[config.mk]
export PLATFORM = sky130hd
export DESIGN_NAME = sample_packer_rle_encoder_flat
export DESIGN_NICKNAME = d
export VERILOG_FILES = /design/src/rtl/core/spre_pkg.sv /design/src/rtl/core/spre_req_if.sv /design/src/rtl/core/spre_rsp_if.sv /design/src/rtl/core/spre_ctrl.sv /design/src/rtl/core/spre_datapath.sv /design/src/rtl/core/sample_packer_rle_encoder.sv /design/src/flat_wrapper.sv
export SDC_FILE = /design/constraint.sdc
export NUM_CORES = 2
export LEC_CHECK = 0
export ABC_AREA = 1
export BUFFER_PORTS_ARGS = -buffer_cell sky130_fd_sc_hd__buf_2
export CAP_MARGIN = 20
export CORE_ASPECT_RATIO = 2
export CORE_MARGIN = 3
export CORE_UTILIZATION = 35
export CTS_CLUSTER_DIAMETER = 50
export CTS_CLUSTER_SIZE = 25
export DETAILED_ROUTE_END_ITERATION = 7
export PLACE_DENSITY = 0.54
export SYNTH_ARGS = -nofsm -noshare
export SYNTH_HDL_FRONTEND = slang
export SYNTH_SLANG_ARGS = --single-unit
[constraint.sdc]
create_clock -name clock -period 12 [get_ports clock]
set_input_delay 0.6 -clock clock [delete_from_list [all_inputs] [get_ports clock]]
set_output_delay 0.6 -clock clock [all_outputs]
set_load 0.01 [all_outputs]
[src/rtl/core/spre_pkg.sv]
// ----------------------------------------------------------------------------
// spre_pkg
// Shared types and constants of the sample packer and run length encoder:
// field widths, opcodes, register indexes and reset values, the byte source
// select and the command and status bundles of controller and datapath.
// ----------------------------------------------------------------------------
package spre_pkg;

   // Field widths of the channels and the register port.
   localparam int OPCODE_W     = 2;
   localparam int SAMPLE_W     = 8;
   localparam int OUT_DATA_W   = 32;
   localparam int OUT_COUNT_W  = 3;
   localparam int CSR_ADDR_W   = 1;
   localparam int CSR_DATA_W   = 4;

   // Input opcodes.
   localparam logic [OPCODE_W-1:0] OP_SAMPLE    = 2'd0;
   localparam logic [OPCODE_W-1:0] OP_ROW_END   = 2'd1;
   localparam logic [OPCODE_W-1:0] OP_IMAGE_END = 2'd2;

   // Register indexes.
   localparam logic [CSR_ADDR_W-1:0] CSR_RLE_ENABLE      = 1'd0;
   localparam logic [CSR_ADDR_W-1:0] CSR_BITS_PER_SAMPLE = 1'd1;

   // Register reset values.
   localparam logic       RLE_ENABLE_RESET      = 1'b0;
   localparam logic [3:0] BITS_PER_SAMPLE_RESET = 4'd8;

   // Source of the byte sent to the beat packer.
   typedef enum logic [2:0] {
      EMIT_NONE,
      EMIT_PENDING,
      EMIT_HEADER,
      EMIT_LAST,
      EMIT_RDATA
   } emit_sel_type;

   // Commands from the controller to the datapath.
   typedef struct packed {
      logic         take_item;
      logic         open_partial;
      logic         merge;
      emit_sel_type emit_sel;
      logic         store;
      logic         set_last;
      logic         clr_repeat;
      logic         run_one;
      logic         run_step;
      logic         count_trim;
      logic         count_fix;
      logic         send_finish;
      logic         rd_first;
      logic         rd_next;
      logic         close;
   } cmd_type;

   // Status from the datapath to the controller.
   typedef struct packed {
      logic [OPCODE_W-1:0] op;
      logic                split_needed;
      logic                merge_full;
      logic                filled_nz;
      logic                rle_on;
      logic                repeat_on;
      logic                count_nz;
      logic                count_full;
      logic                count_gt2;
      logic                x_eq_last;
      logic                run_hit;
      logic                byte_ok;
      logic                lit_last;
      logic                close_done;
   } status_type;

endpackage

[src/rtl/core/spre_req_if.sv]
// ----------------------------------------------------------------------------
// spre_req_if
// Input channel: one opcode and one sample per transfer.
// ----------------------------------------------------------------------------
interface spre_req_if;

   logic                          valid;
   logic                          ready;
   logic [spre_pkg::OPCODE_W-1:0] opcode;
   logic [spre_pkg::SAMPLE_W-1:0] sample_value;

   modport source (output valid, output opcode, output sample_value, input ready);
   modport sink   (input valid, input opcode, input sample_value, output ready);

endinterface

[src/rtl/core/spre_rsp_if.sv]
// ----------------------------------------------------------------------------
// spre_rsp_if
// Result channel: up to four packed bytes per transfer.
// ----------------------------------------------------------------------------
interface spre_rsp_if;

   logic                             valid;
   logic                             ready;
   logic [spre_pkg::OUT_DATA_W-1:0]  out_data;
   logic [spre_pkg::OUT_COUNT_W-1:0] out_count;
   logic                             out_last;

   modport source (output valid, output out_data, output out_count, output out_last,
                   input ready);
   modport sink   (input valid, input out_data, input out_count, input out_last,
                   output ready);

endinterface

[src/rtl/core/spre_ctrl.sv]
// ----------------------------------------------------------------------------
// spre_ctrl
// Sequencer of the encoder. It walks one input item through packing, the
// run length decisions and packet sends, one step per cycle while the output
// is not stalled, and drives the datapath through a command bundle.
// ----------------------------------------------------------------------------
module spre_ctrl (
   input  logic                 clock,
   input  logic                 reset,
   input  logic                 req_valid,
   output logic                 req_ready,
   input  spre_pkg::status_type status,
   output spre_pkg::cmd_type    cmd
);
   import spre_pkg::*;

   localparam logic [3:0] S_IDLE     = 4'd0;
   localparam logic [3:0] S_DECIDE   = 4'd1;
   localparam logic [3:0] S_MERGE    = 4'd2;
   localparam logic [3:0] S_FLUSH    = 4'd3;
   localparam logic [3:0] S_PUT      = 4'd4;
   localparam logic [3:0] S_PUSH     = 4'd5;
   localparam logic [3:0] S_SEND_HDR = 4'd6;
   localparam logic [3:0] S_SEND_REP = 4'd7;
   localparam logic [3:0] S_SEND_LIT = 4'd8;
   localparam logic [3:0] S_RUNFIX   = 4'd9;
   localparam logic [3:0] S_CLOSE    = 4'd10;

   logic [3:0] state_ff, state_in;
   logic [3:0] put_ret_ff, put_ret_in;
   logic [3:0] send_ret_ff, send_ret_in;

   assign req_ready = (state_ff == S_IDLE);

   // Next state, return points and commands.
   always_comb begin
      state_in    = state_ff;
      put_ret_in  = put_ret_ff;
      send_ret_in = send_ret_ff;
      cmd         = '0;
      cmd.emit_sel = EMIT_NONE;

      unique case (state_ff)
         S_IDLE: begin
            if (req_valid) begin
               cmd.take_item = 1'b1;
               state_in      = S_DECIDE;
            end
         end

         // A sample that does not fit closes the partial byte first; a flush
         // closes any partial byte before the buffer goes out.
         S_DECIDE: begin
            unique case (status.op)
               OP_SAMPLE: begin
                  if (status.split_needed) begin
                     cmd.open_partial = 1'b1;
                     put_ret_in       = S_MERGE;
                     state_in         = S_PUT;
                  end else begin
                     state_in = S_MERGE;
                  end
               end
               OP_ROW_END, OP_IMAGE_END: begin
                  if (status.filled_nz) begin
                     cmd.open_partial = 1'b1;
                     put_ret_in       = S_FLUSH;
                     state_in         = S_PUT;
                  end else begin
                     state_in = S_FLUSH;
                  end
               end
               default: begin
                  state_in = S_CLOSE;
               end
            endcase
         end

         S_MERGE: begin
            cmd.merge = 1'b1;
            if (status.merge_full) begin
               put_ret_in = S_CLOSE;
               state_in   = S_PUT;
            end else begin
               state_in = S_CLOSE;
            end
         end

         S_FLUSH: begin
            if (status.count_nz) begin
               send_ret_in = S_CLOSE;
               state_in    = S_SEND_HDR;
            end else begin
               state_in = S_CLOSE;
            end
         end

         // A finished byte goes straight out in plain mode, or to the encoder in run
         // length mode, once any full buffer has been sent.
         S_PUT: begin
            if (!status.rle_on) begin
               cmd.emit_sel = EMIT_PENDING;
               if (status.byte_ok) begin
                  state_in = put_ret_ff;
               end
            end else if (status.count_full) begin
               send_ret_in = S_PUSH;
               state_in    = S_SEND_HDR;
            end else begin
               state_in = S_PUSH;
            end
         end

         // Run length decision for one byte.
         S_PUSH: begin
            priority if (status.repeat_on && !status.count_nz) begin
               cmd.store    = 1'b1;
               cmd.set_last = 1'b1;
               state_in     = put_ret_ff;
            end else if (status.repeat_on && status.x_eq_last) begin
               cmd.store = 1'b1;
               state_in  = put_ret_ff;
            end else if (status.repeat_on && status.count_gt2) begin
               send_ret_in = S_PUSH;
               state_in    = S_SEND_HDR;
            end else if (status.repeat_on) begin
               cmd.clr_repeat = 1'b1;
               cmd.store      = 1'b1;
               cmd.set_last   = 1'b1;
               cmd.run_one    = 1'b1;
               state_in       = put_ret_ff;
            end else if (status.x_eq_last) begin
               cmd.run_step = 1'b1;
               if (status.run_hit) begin
                  cmd.count_trim = 1'b1;
                  send_ret_in    = S_RUNFIX;
                  state_in       = S_SEND_HDR;
               end else begin
                  cmd.store = 1'b1;
                  state_in  = put_ret_ff;
               end
            end else begin
               cmd.store    = 1'b1;
               cmd.set_last = 1'b1;
               cmd.run_one  = 1'b1;
               state_in     = put_ret_ff;
            end
         end

         S_SEND_HDR: begin
            cmd.emit_sel = EMIT_HEADER;
            if (status.byte_ok) begin
               if (status.repeat_on) begin
                  state_in = S_SEND_REP;
               end else begin
                  cmd.rd_first = 1'b1;
                  state_in     = S_SEND_LIT;
               end
            end
         end

         S_SEND_REP: begin
            cmd.emit_sel = EMIT_LAST;
            if (status.byte_ok) begin
               cmd.send_finish = 1'b1;
               state_in        = send_ret_ff;
            end
         end

         // One buffered byte per transfer into the packer; the next read is
         // issued in the same cycle.
         S_SEND_LIT: begin
            cmd.emit_sel = EMIT_RDATA;
            if (status.byte_ok) begin
               if (status.lit_last) begin
                  cmd.send_finish = 1'b1;
                  state_in        = send_ret_ff;
               end else begin
                  cmd.rd_next = 1'b1;
               end
            end
         end

         // The four equal bytes carry on as a repeat run.
         S_RUNFIX: begin
            cmd.count_fix = 1'b1;
            state_in      = put_ret_ff;
         end

         S_CLOSE: begin
            cmd.close = 1'b1;
            if (status.close_done) begin
               state_in = S_IDLE;
            end
         end

         default: begin
            state_in = S_IDLE;
         end
      endcase
   end

   always_ff @(posedge clock) begin
      if (reset) begin
         state_ff    <= S_IDLE;
         put_ret_ff  <= S_CLOSE;
         send_ret_ff <= S_CLOSE;
      end else begin
         state_ff    <= state_in;
         put_ret_ff  <= put_ret_in;
         send_ret_ff <= send_ret_in;
      end
   end

endmodule

[src/rtl/core/spre_datapath.sv]
// ----------------------------------------------------------------------------
// spre_datapath
// Registers, run buffer and byte path of the encoder: sample packing, run
// length state, packet headers, the beat packer and the result register.
// ----------------------------------------------------------------------------
module spre_datapath #(
   parameter int BUFFER_DEPTH   = 128,
   parameter int BYTES_PER_BEAT = 4
) (
   input  logic                                clock,
   input  logic                                reset,
   input  logic [spre_pkg::OPCODE_W-1:0]       req_opcode,
   input  logic [spre_pkg::SAMPLE_W-1:0]       req_sample,
   input  logic                                csr_wr_en,
   input  logic [spre_pkg::CSR_ADDR_W-1:0]     csr_addr,
   input  logic [spre_pkg::CSR_DATA_W-1:0]     csr_wr_data,
   input  spre_pkg::cmd_type                   cmd,
   output spre_pkg::status_type                status,
   spre_rsp_if.source                          rsp_chan
);
   import spre_pkg::*;

   localparam int BEAT_BYTES = (BYTES_PER_BEAT > 4) ? 4 :
                               ((BYTES_PER_BEAT < 1) ? 1 : BYTES_PER_BEAT);
   localparam int ADDR_W = (BUFFER_DEPTH > 1) ? $clog2(BUFFER_DEPTH) : 1;
   localparam int CNT_W  = $clog2(BUFFER_DEPTH + 1);
   localparam logic [CNT_W-1:0]       CNT_FULL  = CNT_W'(BUFFER_DEPTH);
   localparam logic [OUT_COUNT_W-1:0] BEAT_FULL = OUT_COUNT_W'(BEAT_BYTES);

   // Registers and their next values.
   logic                         rle_ff, rle_in;
   logic [3:0]                   bps_ff, bps_in;
   logic [OPCODE_W-1:0]          op_ff;
   logic [SAMPLE_W-1:0]          sample_ff;
   logic [7:0]                   partial_ff, partial_in;
   logic [3:0]                   filled_ff, filled_in;
   logic [7:0]                   pending_ff, pending_in;
   logic [CNT_W-1:0]             count_ff, count_in;
   logic                         repeat_ff, repeat_in;
   logic [7:0]                   last_ff, last_in;
   logic [2:0]                   run_ff, run_in;
   logic [ADDR_W-1:0]            idx_ff, idx_in;
   logic [7:0]                   rd_data_ff;
   logic [OUT_DATA_W-1:0]        beat_data_ff, beat_data_in;
   logic [OUT_COUNT_W-1:0]       beat_cnt_ff, beat_cnt_in;
   logic                         rsp_valid_ff, rsp_valid_in;
   logic [OUT_DATA_W-1:0]        rsp_data_ff;
   logic [OUT_COUNT_W-1:0]       rsp_count_ff;
   logic                         rsp_last_ff;

   logic [7:0] run_buffer_mem [BUFFER_DEPTH];

   // Combinational helpers.
   logic [3:0]        w_eff;
   logic [8:0]        mask9;
   logic [7:0]        sample_bits;
   logic [4:0]        fill_sum;
   logic [3:0]        shift_amt;
   logic [7:0]        merged_val;
   logic [7:0]        header_byte;
   logic [7:0]        emit_byte;
   logic              emit_fire;
   logic              out_free;
   logic              byte_ok;
   logic              load_out;
   logic              load_last;
   logic              rd_en;
   logic [ADDR_W-1:0] rd_addr;
   logic [2:0]        run_next;

   // Effective sample width: 3 rounds up to 4, 0 and anything above 4 to 8.
   always_comb begin
      unique case (bps_ff)
         4'd1:       w_eff = 4'd1;
         4'd2:       w_eff = 4'd2;
         4'd3, 4'd4: w_eff = 4'd4;
         default:    w_eff = 4'd8;
      endcase
   end

   // Sample packing, MSB first.
   assign mask9       = (9'd1 << w_eff) - 9'd1;
   assign sample_bits = sample_ff & mask9[7:0];
   assign fill_sum    = 5'(filled_ff) + 5'(w_eff);
   assign shift_amt   = 4'd8 - filled_ff - w_eff;
   assign merged_val  = partial_ff | (sample_bits << shift_amt);

   // Packet header: repeat packets count down from 256, literal ones are n-1.
   assign header_byte = repeat_ff ? 8'(9'd256 - 9'(count_ff))
                                  : 8'(count_ff - CNT_W'(1));

   assign run_next = run_ff + 3'd1;

   // Byte into the beat packer.
   always_comb begin
      unique case (cmd.emit_sel)
         EMIT_PENDING: emit_byte = pending_ff;
         EMIT_HEADER:  emit_byte = header_byte;
         EMIT_LAST:    emit_byte = last_ff;
         EMIT_RDATA:   emit_byte = rd_data_ff;
         default:      emit_byte = 8'd0;
      endcase
   end

   assign out_free  = !rsp_valid_ff || rsp_chan.ready;
   assign byte_ok   = (beat_cnt_ff != BEAT_FULL) || out_free;
   assign emit_fire = (cmd.emit_sel != EMIT_NONE) && byte_ok;

   // Status toward the controller.
   always_comb begin
      status.op           = op_ff;
      status.split_needed = fill_sum > 5'd8;
      status.merge_full   = fill_sum >= 5'd8;
      status.filled_nz    = filled_ff != 4'd0;
      status.rle_on       = rle_ff;
      status.repeat_on    = repeat_ff;
      status.count_nz     = count_ff != '0;
      status.count_full   = count_ff >= CNT_FULL;
      status.count_gt2    = count_ff > CNT_W'(2);
      status.x_eq_last    = pending_ff == last_ff;
      status.run_hit      = run_next > 3'd3;
      status.byte_ok      = byte_ok;
      status.lit_last     = (CNT_W'(idx_ff) + CNT_W'(1)) >= count_ff;
      status.close_done   = (beat_cnt_ff == '0) || out_free;
   end

   // Configuration registers.
   always_comb begin
      rle_in = rle_ff;
      bps_in = bps_ff;
      if (csr_wr_en) begin
         unique case (csr_addr)
            CSR_RLE_ENABLE:      rle_in = csr_wr_data[0];
            CSR_BITS_PER_SAMPLE: bps_in = csr_wr_data;
            default:             rle_in = rle_ff;
         endcase
      end
   end

   // Partial byte and the byte waiting to be placed.
   always_comb begin
      partial_in = partial_ff;
      filled_in  = filled_ff;
      pending_in = pending_ff;
      if (cmd.open_partial) begin
         pending_in = partial_ff;
         partial_in = 8'd0;
         filled_in  = 4'd0;
      end else if (cmd.merge) begin
         if (fill_sum >= 5'd8) begin
            pending_in = merged_val;
            partial_in = 8'd0;
            filled_in  = 4'd0;
         end else begin
            partial_in = merged_val;
            filled_in  = fill_sum[3:0];
         end
      end
   end

   // Run length state.
   always_comb begin
      count_in  = count_ff;
      repeat_in = repeat_ff;
      last_in   = last_ff;
      run_in    = run_ff;

      priority if (cmd.send_finish) begin
         count_in = '0;
      end else if (cmd.count_trim) begin
         count_in = count_ff - CNT_W'(run_ff);
      end else if (cmd.count_fix) begin
         count_in = CNT_W'(run_ff);
      end else if (cmd.store) begin
         count_in = count_ff + CNT_W'(1);
      end

      if (cmd.send_finish) begin
         repeat_in = 1'b1;
      end else if (cmd.clr_repeat) begin
         repeat_in = 1'b0;
      end

      if (cmd.set_last) begin
         last_in = pending_ff;
      end

      if (cmd.run_one) begin
         run_in = 3'd1;
      end else if (cmd.run_step) begin
         run_in = run_next;
      end
   end

   // Run buffer read pointer.
   assign rd_en   = cmd.rd_first || cmd.rd_next;
   assign rd_addr = cmd.rd_first ? '0 : idx_ff + ADDR_W'(1);
   assign idx_in  = rd_en ? rd_addr : idx_ff;

   // Beat packer: a full beat is handed on only when the next byte arrives or
   // the item closes, so the final beat of an item can carry the last flag.
   always_comb begin
      beat_data_in = beat_data_ff;
      beat_cnt_in  = beat_cnt_ff;
      load_out     = 1'b0;
      load_last    = 1'b0;
      if (emit_fire) begin
         if (beat_cnt_ff == BEAT_FULL) begin
            load_out     = 1'b1;
            beat_data_in = {emit_byte, 24'd0};
            beat_cnt_in  = OUT_COUNT_W'(1);
         end else if (beat_cnt_ff == '0) begin
            beat_data_in = {emit_byte, 24'd0};
            beat_cnt_in  = OUT_COUNT_W'(1);
         end else begin
            for (int i = 1; i < 4; i++) begin
               if (beat_cnt_ff == OUT_COUNT_W'(i)) begin
                  beat_data_in[OUT_DATA_W-1-8*i -: 8] = emit_byte;
               end
            end
            beat_cnt_in = beat_cnt_ff + OUT_COUNT_W'(1);
         end
      end else if (cmd.close && (beat_cnt_ff != '0) && out_free) begin
         load_out    = 1'b1;
         load_last   = 1'b1;
         beat_cnt_in = '0;
      end
   end

   // Result register.
   always_comb begin
      if (load_out) begin
         rsp_valid_in = 1'b1;
      end else if (rsp_chan.ready) begin
         rsp_valid_in = 1'b0;
      end else begin
         rsp_valid_in = rsp_valid_ff;
      end
   end

   assign rsp_chan.valid     = rsp_valid_ff;
   assign rsp_chan.out_data  = rsp_data_ff;
   assign rsp_chan.out_count = rsp_count_ff;
   assign rsp_chan.out_last  = rsp_last_ff;

   // Control registers.
   always_ff @(posedge clock) begin
      if (reset) begin
         rle_ff       <= RLE_ENABLE_RESET;
         bps_ff       <= BITS_PER_SAMPLE_RESET;
         partial_ff   <= 8'd0;
         filled_ff    <= 4'd0;
         count_ff     <= '0;
         repeat_ff    <= 1'b1;
         last_ff      <= 8'd0;
         run_ff       <= 3'd0;
         beat_cnt_ff  <= '0;
         rsp_valid_ff <= 1'b0;
      end else begin
         rle_ff       <= rle_in;
         bps_ff       <= bps_in;
         partial_ff   <= partial_in;
         filled_ff    <= filled_in;
         count_ff     <= count_in;
         repeat_ff    <= repeat_in;
         last_ff      <= last_in;
         run_ff       <= run_in;
         beat_cnt_ff  <= beat_cnt_in;
         rsp_valid_ff <= rsp_valid_in;
      end
   end

   // Payload registers.
   always_ff @(posedge clock) begin
      if (cmd.take_item) begin
         op_ff     <= req_opcode;
         sample_ff <= req_sample;
      end
      pending_ff   <= pending_in;
      idx_ff       <= idx_in;
      beat_data_ff <= beat_data_in;
      if (load_out) begin
         rsp_data_ff  <= beat_data_ff;
         rsp_count_ff <= beat_cnt_ff;
         rsp_last_ff  <= load_last;
      end
   end

   // Run buffer: one write port at the fill count, one registered read port.
   always_ff @(posedge clock) begin
      if (cmd.store) begin
         run_buffer_mem[count_ff[ADDR_W-1:0]] <= pending_ff;
      end
      if (rd_en) begin
         rd_data_ff <= run_buffer_mem[rd_addr];
      end
   end

endmodule

[src/rtl/core/sample_packer_rle_encoder.sv]
// ----------------------------------------------------------------------------
// sample_packer_rle_encoder
// One item at a time: a sample completing no byte passes decide, merge and close;
// a completed byte adds put, and push in run length mode; a packet send adds a send
// step per byte, header included. A flush passes decide, flush and close plus its
// bytes, plus put steps if it closes a partial byte. The last result is registered
// as the item closes. Reset is synchronous and clears control state only.
// ----------------------------------------------------------------------------
module sample_packer_rle_encoder #(
   parameter int BUFFER_DEPTH   = 128,
   parameter int BYTES_PER_BEAT = 4
) (
   input  logic                            clock,
   input  logic                            reset,
   spre_req_if.sink                        req_chan,
   spre_rsp_if.source                      rsp_chan,
   input  logic                            csr_wr_en,
   input  logic [spre_pkg::CSR_ADDR_W-1:0] csr_addr,
   input  logic [spre_pkg::CSR_DATA_W-1:0] csr_wr_data
);
   import spre_pkg::*;

   cmd_type    cmd;
   status_type status;

   // Sequencer.
   spre_ctrl u_ctrl (
      .clock     (clock),
      .reset     (reset),
      .req_valid (req_chan.valid),
      .req_ready (req_chan.ready),
      .status    (status),
      .cmd       (cmd)
   );

   // Datapath with run buffer and result register.
   spre_datapath #(
      .BUFFER_DEPTH   (BUFFER_DEPTH),
      .BYTES_PER_BEAT (BYTES_PER_BEAT)
   ) u_datapath (
      .clock       (clock),
      .reset       (reset),
      .req_opcode  (req_chan.opcode),
      .req_sample  (req_chan.sample_value),
      .csr_wr_en   (csr_wr_en),
      .csr_addr    (csr_addr),
      .csr_wr_data (csr_wr_data),
      .cmd         (cmd),
      .status      (status),
      .rsp_chan    (rsp_chan)
   );

endmodule

[src/flat_wrapper.sv]
// flat-port wrapper written by rule: the top's interface ports become plain ports
module sample_packer_rle_encoder_flat import spre_pkg::*;
#(
   parameter int BUFFER_DEPTH   = 128,
   parameter int BYTES_PER_BEAT = 4
)
  (clock, reset, csr_wr_en, csr_addr, csr_wr_data, req_chan_valid, req_chan_opcode, req_chan_sample_value, req_chan_ready, rsp_chan_valid, rsp_chan_out_data, rsp_chan_out_count, rsp_chan_out_last, rsp_chan_ready);
  spre_req_if req_chan_i ();
  spre_rsp_if rsp_chan_i ();
  input  logic clock;
  input  logic reset;
  input  logic csr_wr_en;
  input  logic [spre_pkg::CSR_ADDR_W-1:0] csr_addr;
  input  logic [spre_pkg::CSR_DATA_W-1:0] csr_wr_data;
  input wire logic [$bits(req_chan_i.valid)-1:0] req_chan_valid;
  input wire logic [$bits(req_chan_i.opcode)-1:0] req_chan_opcode;
  input wire logic [$bits(req_chan_i.sample_value)-1:0] req_chan_sample_value;
  output wire logic [$bits(req_chan_i.ready)-1:0] req_chan_ready;
  output wire logic [$bits(rsp_chan_i.valid)-1:0] rsp_chan_valid;
  output wire logic [$bits(rsp_chan_i.out_data)-1:0] rsp_chan_out_data;
  output wire logic [$bits(rsp_chan_i.out_count)-1:0] rsp_chan_out_count;
  output wire logic [$bits(rsp_chan_i.out_last)-1:0] rsp_chan_out_last;
  input wire logic [$bits(rsp_chan_i.ready)-1:0] rsp_chan_ready;
  assign req_chan_i.valid = req_chan_valid;
  assign req_chan_i.opcode = req_chan_opcode;
  assign req_chan_i.sample_value = req_chan_sample_value;
  assign req_chan_ready = req_chan_i.ready;
  assign rsp_chan_valid = rsp_chan_i.valid;
  assign rsp_chan_out_data = rsp_chan_i.out_data;
  assign rsp_chan_out_count = rsp_chan_i.out_count;
  assign rsp_chan_out_last = rsp_chan_i.out_last;
  assign rsp_chan_i.ready = rsp_chan_ready;
  sample_packer_rle_encoder #(.BUFFER_DEPTH(BUFFER_DEPTH), .BYTES_PER_BEAT(BYTES_PER_BEAT)) u_core (.clock(clock), .reset(reset), .req_chan(req_chan_i), .rsp_chan(rsp_chan_i), .csr_wr_en(csr_wr_en), .csr_addr(csr_addr), .csr_wr_data(csr_wr_data));
endmodule
==> results.md <==
* Critical path, cell by cell: inv_1 -> ha_1 -> nand2_1 -> inv_1 -> nand2_1 -> nand3_4 -> buf_4 -> nand2_8 -> buf_4 -> buf_4 -> nand3_1 -> nand3_1 -> nand3_1 -> nand3_1 -> nand3_1 -> nand2_1 -> nand2_1 -> nand2_1
* Inserted Clock Buffers at 58
* Period utilization at 54.4%
* Post-synth EDFFs at 1125
* Area of the multi-input gates at 14100 sq um
* Hold_buf cts at 0
* CTS clk-pin slew, worst paths at 90 ps
* Setup tns final at 0 ps
* DP Wirelength at 97.9 mm
* Final ANT Viol Nets at 0
* Hold Fails Final Rpt at 0
* Asr flop ratio synth at 0%
* Critical Path AT at 7130 ps
* Largest cells by area after synthesis: edfxtp_1 (64%), nand3_1 (9.8%), nand2_1 (5.7%)
* Hold slack final at 64.5 ps
* Syn_nets at 4940
* CP Data Required Time at 12600 ps
* Post-synth top area share at 64.1%
* FILL cells at 14510
* Vias in the first global route at 34658
* Cell leakage power at 0.0212 uW
* Core area at 149000 sq um
* Crit path time final at 6530 ps
* Setup repair bufs after CTS at 0
* Endpoints failing setup at 0
* WL final at 160 mm
* Drt initial violations at 2957
* Worst-Margin Slew at 1160 ps
* CTS sink cnt at 1176
* Peak VDD IR at 0.000114 V
* Critical-path top delay cell: buf_4
* Placed cell count at 6634
* Initial antenna violation count at 1
* CP Capture Type: flip-flop
* Die Y at 555 um
* Layout cells sized above 1 at 6.05%
* First-pass DRT Iterations at 6
* Area delta synth->final at 7.06%
* CTS resizes at 0
* All-Layer GR Usage at 20.1%
* Drt wl/cell at 23.8 um
* Outcome: finished clean
* Pwr/cell area at 149 nW/um^2
* Mean Syn Cell Area at 10.8 sq um
* Critical Setup Path Class: reg2reg
* Core Rows at 200
* Fmax at 153 MHz
* Most common cell in the netlist: edfxtp_1
* Distinct cells, synth at 48
* CTS Buffer Depth at 3
* Largest net degree at the start of global routing at 184
* Synth area leader: edfxtp_1
* Top FF cell, synth: edfxtp_1
* Max_slew headroom at 23.0%
* Gp weighted congestion at 0.861
* Max FO, Critical Path at 94
* CTS tree: built
* Global route overflow at 0
* Cell Count, Final, Fillers Out at 6728
* Global-route wire length before repair at 233 mm
* Port bufs at 57
* Critical Path Start Type: flip-flop
* CTS Root Cell: clkbuf_16
* Final Util at 37.8%
* Yosys reg bits at 1176
* IO Count at 58
* Post-synth design cell area at 52700 sq um
* Worst Hold Class: in2reg
* Ys Warns at 0
* Seq/Total Area, Yosys at 66.0%
* Final slew viol count at 0
* Sequential cell area at 34800 sq um
* Vias at 35349
* DRC viols at 0
* Worst-Skew Late Latency at 740 ps
* Max Cap Viol at 0
* Initial Util at 35.3%
* Slowest Stage Delay on Critical Path at 820 ps
* Syn Inst Count at 4885
* RSZ-0062 raised after global routing: false
* Nets at 4831
* Horiz. Die Dim at 280 um
* Die Area at 156000 sq um
* Vias/cell at 5.25
* Top post-synthesis cells by count: edfxtp_1 (1125), nand3_1 (1032), nand2_1 (805), inv_1 (657), nand3b_1 (304)
* Clock skew at 38.7 ps
* CTS H-tree lvls at 2
-- critical path, delay by kind of cell, from the launching register on --
family | cells | cell delay (ps)
and+or+nand+nor | 12 | 3010
buffers and inverters | 5 | 2410
DFF | 1 | 410
adders and majority gates | 1 | 310
-- worst paths after layout --
path                                                         start  depth (start not counted)  slack (ps)                                 endpoint
worst max-delay path              u_core.u_datapath.beat_cnt_ff[0]                         18        5470          u_core.u_datapath.rd_data_ff[3]
worst min-delay path                      req_chan_sample_value[6]                          1          60           u_core.u_datapath.sample_ff[6]
worst max register to register    u_core.u_datapath.beat_cnt_ff[0]                         18        5470          u_core.u_datapath.rd_data_ff[3]
worst min register to register  u_core.u_datapath.beat_data_ff[31]                          0         420  u_core.u_datapath.rsp_chan.out_data[31]
-- through the flow --
step                      cell area [sq um]  power, uW  setup slack [ps]
after floorplan                       52700       5620              7760
after global placement                54600       6160              5440
after global routing                  56400       8670              5180
after detailed placement              54600       6170              5460
final                                 56400       8400              5470
after CTS                             56400       8450              5440
-- final cells by class --
type / instances / area share (%)
diodes: 1 / 0.00443
repair buffers: 119 / 1.44
flip-flops and latches: 1176 / 61.7
multi-input cells: 2748 / 25.0
well taps: 1919 / 4.26
clock buffers: 68 / 2.68
clock inverters: 24 / 0.450
inverters: 673 / 4.51
-- power by group --
part	switching, uW	total [uW]	internal, uW
Clock	1360	2330	967
Combinational	985	1260	270
Sequential	42.9	4810	4770
-- placed cells by master, fill, tap and decap left out, types with 4 or more instances in the layout --
cell,instances
o211ai_1,6
inv_6,6
xor2_1,23
ha_1,31
clkinv_2,6
nand2_2,5
nand3b_1,304
xnor2_1,9
nand2_1,803
buf_4,57
inv_2,10
o21ai_0,58
dfxtp_1,51
clkinv_1,7
edfxtp_1,1125
clkbuf_16,59
buf_2,57
inv_1,655
nor2_1,248
nand3_2,4
nor3_1,6
or2_2,57
nand4_1,15
o2111ai_1,51
a21oi_1,58
clkbuf_1,9
nand3_1,1032
-- cell families after synthesis --
logic type                 count (synthesis)  share of synthesized area, %
AOI/OAI and AO/OA                        192                          2.30
other                                      1                       0.00712
xor gates and xnor gates                  32                         0.532
adders and majority gates                 35                         0.874
and+or+nand+nor                         2488                          22.9
buffers and inverters                    961                          7.36
DFF                                     1176                          66.0
-- registers in the layout, indices dropped and copies added, names as in the netlist, 7 cells and up --
name / count
u_core.u_datapath.beat_data_ff: 32
u_core.u_datapath.rsp_chan.out_data: 32
u_core.u_datapath.idx_ff: 7
u_core.u_datapath.partial_ff: 8
u_core.u_datapath.count_ff: 8
u_core.u_datapath.last_ff: 8
u_core.u_datapath.rd_data_ff: 8
u_core.u_datapath.pending_ff: 8
u_core.u_datapath.sample_ff: 8
u_core.u_datapath.run_buffer_mem: 1024
-- routing by layer --
| metal | up-vias | global-route usage (%) | part of all wire [%] |
|---|---|---|---|
| li1 | 16425 | - | - |
| met1 | 17550 | 21.2 | 35 |
| met2 | 1064 | 38.3 | 54 |
| met3 | 310 | 1.72 | 4.0 |
| met4 | 0 | 12.4 | 7.0 |
| met5 | - | 0 | 0 |
Note: power is estimated with default switching activity, not from simulation.
